### src/hw/rtl/fps_pkg.sv
// shared constants and types of the five-point stencil stream
package fps_pkg;

   localparam int MAX_DIM = 2048;
   localparam int ADDR_W  = $clog2(MAX_DIM);
   localparam int DIM_W   = 12;
   localparam int DATA_W  = 32;
   localparam int TOTAL_W = 64;
   localparam int SUM_W   = DATA_W + 4;

   // register index, taken from paddr[2]
   localparam logic CSR_IDX_GRID_DIM = 1'b0;
   localparam logic [DIM_W-1:0] GRID_DIM_RESET = DIM_W'(MAX_DIM);
   localparam logic [DIM_W-1:0] GRID_DIM_MIN   = DIM_W'(8);

   typedef struct packed {
      logic interior;
      logic boundary;
      logic last_pos;
   } flags_type;

   typedef struct packed {
      logic signed [DATA_W-1:0] up;
      logic signed [DATA_W-1:0] down;
      logic signed [DATA_W-1:0] left;
      logic signed [DATA_W-1:0] right;
      logic signed [DATA_W-1:0] ctr;
   } window_type;

endpackage

### src/hw/rtl/fps_calc.sv
// stencil arithmetic: quarter of neighbor sum minus center, rounded and saturated
module fps_calc
   import fps_pkg::*;
(
   input  window_type               win,
   output logic signed [DATA_W-1:0] value
);

   logic signed [SUM_W-1:0] total;
   logic signed [SUM_W-1:0] quot;

   always_comb begin
      total = SUM_W'(win.up) + SUM_W'(win.down) + SUM_W'(win.left) + SUM_W'(win.right)
            - (SUM_W'(win.ctr) <<< 2);
      // floor((t + 2) / 4): round to nearest, ties up
      quot = (total + SUM_W'(2)) >>> 2;
      if (quot > SUM_W'(32'sh7fff_ffff)) begin
         value = 32'sh7fff_ffff;
      end else if (quot < -SUM_W'(33'sh0_8000_0000)) begin
         value = 32'sh8000_0000;
      end else begin
         value = quot[DATA_W-1:0];
      end
   end

endmodule
### config.mk
export PLATFORM = sky130hd
export DESIGN_NAME = fps_calc
export DESIGN_NICKNAME = d
export VERILOG_FILES = /design/src/hw/rtl/fps_pkg.sv /design/src/hw/rtl/fps_calc.sv
export SDC_FILE = /design/constraint.sdc
export NUM_CORES = 1
export LEC_CHECK = 0
export BUFFER_PORTS_ARGS = -buffer_cell sky130_fd_sc_hd__clkbuf_2
export CAP_MARGIN = 10
export CORE_UTILIZATION = 53
export DETAILED_ROUTE_END_ITERATION = 8
export PLACE_DENSITY_LB_ADDON = 0.3
export SLEW_MARGIN = 20
export SYNTH_ARGS = -nofsm -noshare
export SYNTH_HDL_FRONTEND = slang
export SYNTH_SLANG_ARGS = --single-unit
### constraint.sdc
create_clock -name vclk -period 7.6
set_input_delay 1.14 -clock vclk [all_inputs]
set_output_delay 1.14 -clock vclk [all_outputs]
set_load 0.01 [all_outputs]
==> results.sh <==
export IMPL_layout_cells_sized_above_1_pct=25.49
export IMPL_vias=4916
export IMPL_timing_critical_path_fanout_max=18
export IMPL_wl_um=12690
export IMPL_detailedRoute_firstIterationViolations=221
export IMPL_worst_slack_ps=636.2
export IMPL_critical_path_required_ps=6460
export IMPL_synthesis_instances=635
export IMPL_timing_critical_path_to_type="primary output"
export IMPL_seq_total_area_yosys_pct=0
export IMPL_post_layout_nonfiller_instances=941
export IMPL_fp_coreArea_mm2=0.009284
export IMPL_final_setup_viol_count=0
export IMPL_fill_cell_total_of_the_finished_layout=838
export IMPL_fp_row_count=35
export IMPL_grt_first_pass_wirelength_um=21860
export IMPL_number_of_library_cell_types_mapped_by_synthesis=56
export IMPL_final_max_slew_violation_count=0
export IMPL_final_net_count=1110
export IMPL_worst_ir_drop_on_vdd_v=0.0003834
export IMPL_crit_arrival_ps=5820
export IMPL_antennaDiodeCount=0
export IMPL_synthDominantCellAreaShare_pct=39.26
export IMPL_achievable_frequency_mhz=143.6
export IMPL_cts_hold_fix_buffers=0
export IMPL_synth_avg_cell_area_um2=8.029
export IMPL_number_of_antenna_violations_at_the_first_check_in_global_routing=0
export IMPL_drc=0
export IMPL_largest_net_degree_at_the_start_of_global_routing=21
export IMPL_grt_setup_unrepaired="false"
export IMPL_area_growth_pct=20.98
export IMPL_regArea_um2=0
export IMPL_run_status="complete, no violations"
export IMPL_slew_headroom_pct=60.95
export IMPL_min_period_over_period_pct=91.63
export IMPL_setup_fix_bufs_post_cts=0
export IMPL_initial_core_util_pct=54.92
export IMPL_detail_route_wl_per_cell_um=13.48
export IMPL_finalHoldViolations=0
export IMPL_clkbuf_count=0
export IMPL_port_buffers=192
export IMPL_netlist_area_mm2=0.005099
export IMPL_drt_pre_antenna_iters=5
export IMPL_post_synth_top_area_cell="fa_1"
export IMPL_power_leakage_nw=3.503
export IMPL_grt_overflow_total=0
export IMPL_overall_track_demand_over_capacity_in_global_routing_pct=26.48
export IMPL_kind_of_start_point_of_the_critical_path="input pin"
export IMPL_die_w_um=100.1
export IMPL_design_power_total_mw=2.923
export IMPL_dpl_worst_slack_ps=687.7
export IMPL_final_period_minus_worst_setup_slack_ps=6964
export IMPL_dieHeight_um=100.1
export IMPL_worst_hold_path_type="input pin to primary output"
export IMPL_fin_util_pct=66.44
export IMPL_cap_violations=0
export IMPL_fin_setup_tns_ps=0
export IMPL_top_level_ports=192
export IMPL_route_antenna_remaining_nets=0
export IMPL_criticalPathCategory="input pin to primary output"
export IMPL_netlist_top_cells_area="fa_1, inv_1, ha_1"
export IMPL_seq_cell_count=0
export IMPL_place_detailed_hpwl_um=11340
export IMPL_placedCellCount=941
export IMPL_floorplan_die_area_mm2=0.01002
export IMPL_power_per_standard_cell_area_mw_per_mm2=473.8
export IMPL_worst_tran_pin_value_ps=585.7
export IMPL_yosysMostFrequentCell="inv_1"
export IMPL_ys_warn_count=0
export IMPL_detail_route_vias_per_cell=5.224
export IMPL_routabilityCongestion=0.8447
export IMPL_synth_commonest_cells="inv_1, fa_1, a21oi_1"
export IMPL_number_of_global_route_vias_before_repair=5150
export IMPL_postCtsResizedCells=0
export IMPL_synth_net_count=931
-- placed cells by master, fill, tap and decap left out, drive strengths merged, types with 3 or more instances in the layout --
master and count:
and2 4, nor2b 3, xor2 14, xnor2 16
a21oi 40, fa 100, o22ai 29, o21ai 22
nand3 9, buf 4, nand4 8, inv 198
nand2 31, nor2 22, a41o 3, a21o 9
nand2b 4, o211ai 4, nor3 6, o2111ai 3
or2 3, a31oi 3, o21a 7, o32ai 3
clkbuf 192, o21bai 4, ha 36, a211o 4
-- stage by stage --
step / area, um2 / hold WS, ps
after detailed placement: 6168 / 2792
after CTS: 6168 / 2800
after global placement: 6168 / 2799
final: 6168 / 2806
after global routing: 6168 / 2854
after floorplan: 5099 / 2569
-- worst max-delay path, cell delays in order --
cell and delay, ps:
clkbuf_2 70, inv_1 40, fa_1 500, fa_1 510
inv_1 50, fa_1 500, inv_1 40, ha_1 370
a211o_1 370, a2111oi_4 320, o21ai_2 160, a31oi_4 250
a211oi_1 140, or3_4 370, a31oi_4 450, buf_12 230
o32ai_1 120, clkbuf_2 160
-- layer usage --
layer / part of all wire [%] / vias up / global-route usage [%]
li1: - / 2369 / -
met1: 40 / 2315 / 32.91
met2: 51 / 204 / 50.50
met3: 6.0 / 28 / 0.8357
met4: 2.3 / 0 / 6.800
met5: 0 / - / 0
-- final cells by class --
class,count,area [um2],area share (%)
Tap cell,129,161.4,2.617
Multi-Input combinational cell,418,4260,69.07
Timing Repair Buffer,196,1003,16.27
Inverter,198,743.2,12.05
-- where the power goes --
| group | internal, mW | total [mW] | switching (mW) | leakage, nW |
|---|---|---|---|---|
| logic | 1.17 | 2.92 | 1.75 | 3.50 |
| clock network | 0 | 0 | 0 | 0 |
| registers | 0 | 0 | 0 | 0 |
| total | 1.17 | 2.92 | 1.75 | 3.50 |
-- logic make-up (layout without fill, tap and decap cells) --
family          after synthesis  after routing  share of synthesized area (%)
simple gates                 99             99                          9.472
buf+inv                     217            394                          16.44
xor+xnor                     30             30                          5.153
compound gates              151            151                          20.44
fa+ha+maj                   136            136                          48.10
mux                           2              2                         0.3927
-- path summary, 6_finish.rpt --
check               start         to  slack [ps]  depth (start not counted)
hold / removal    win[96]   value[0]        2810                          5
setup / recovery   win[2]  value[22]         640                         18
Power figures use the tool's default switching activity.
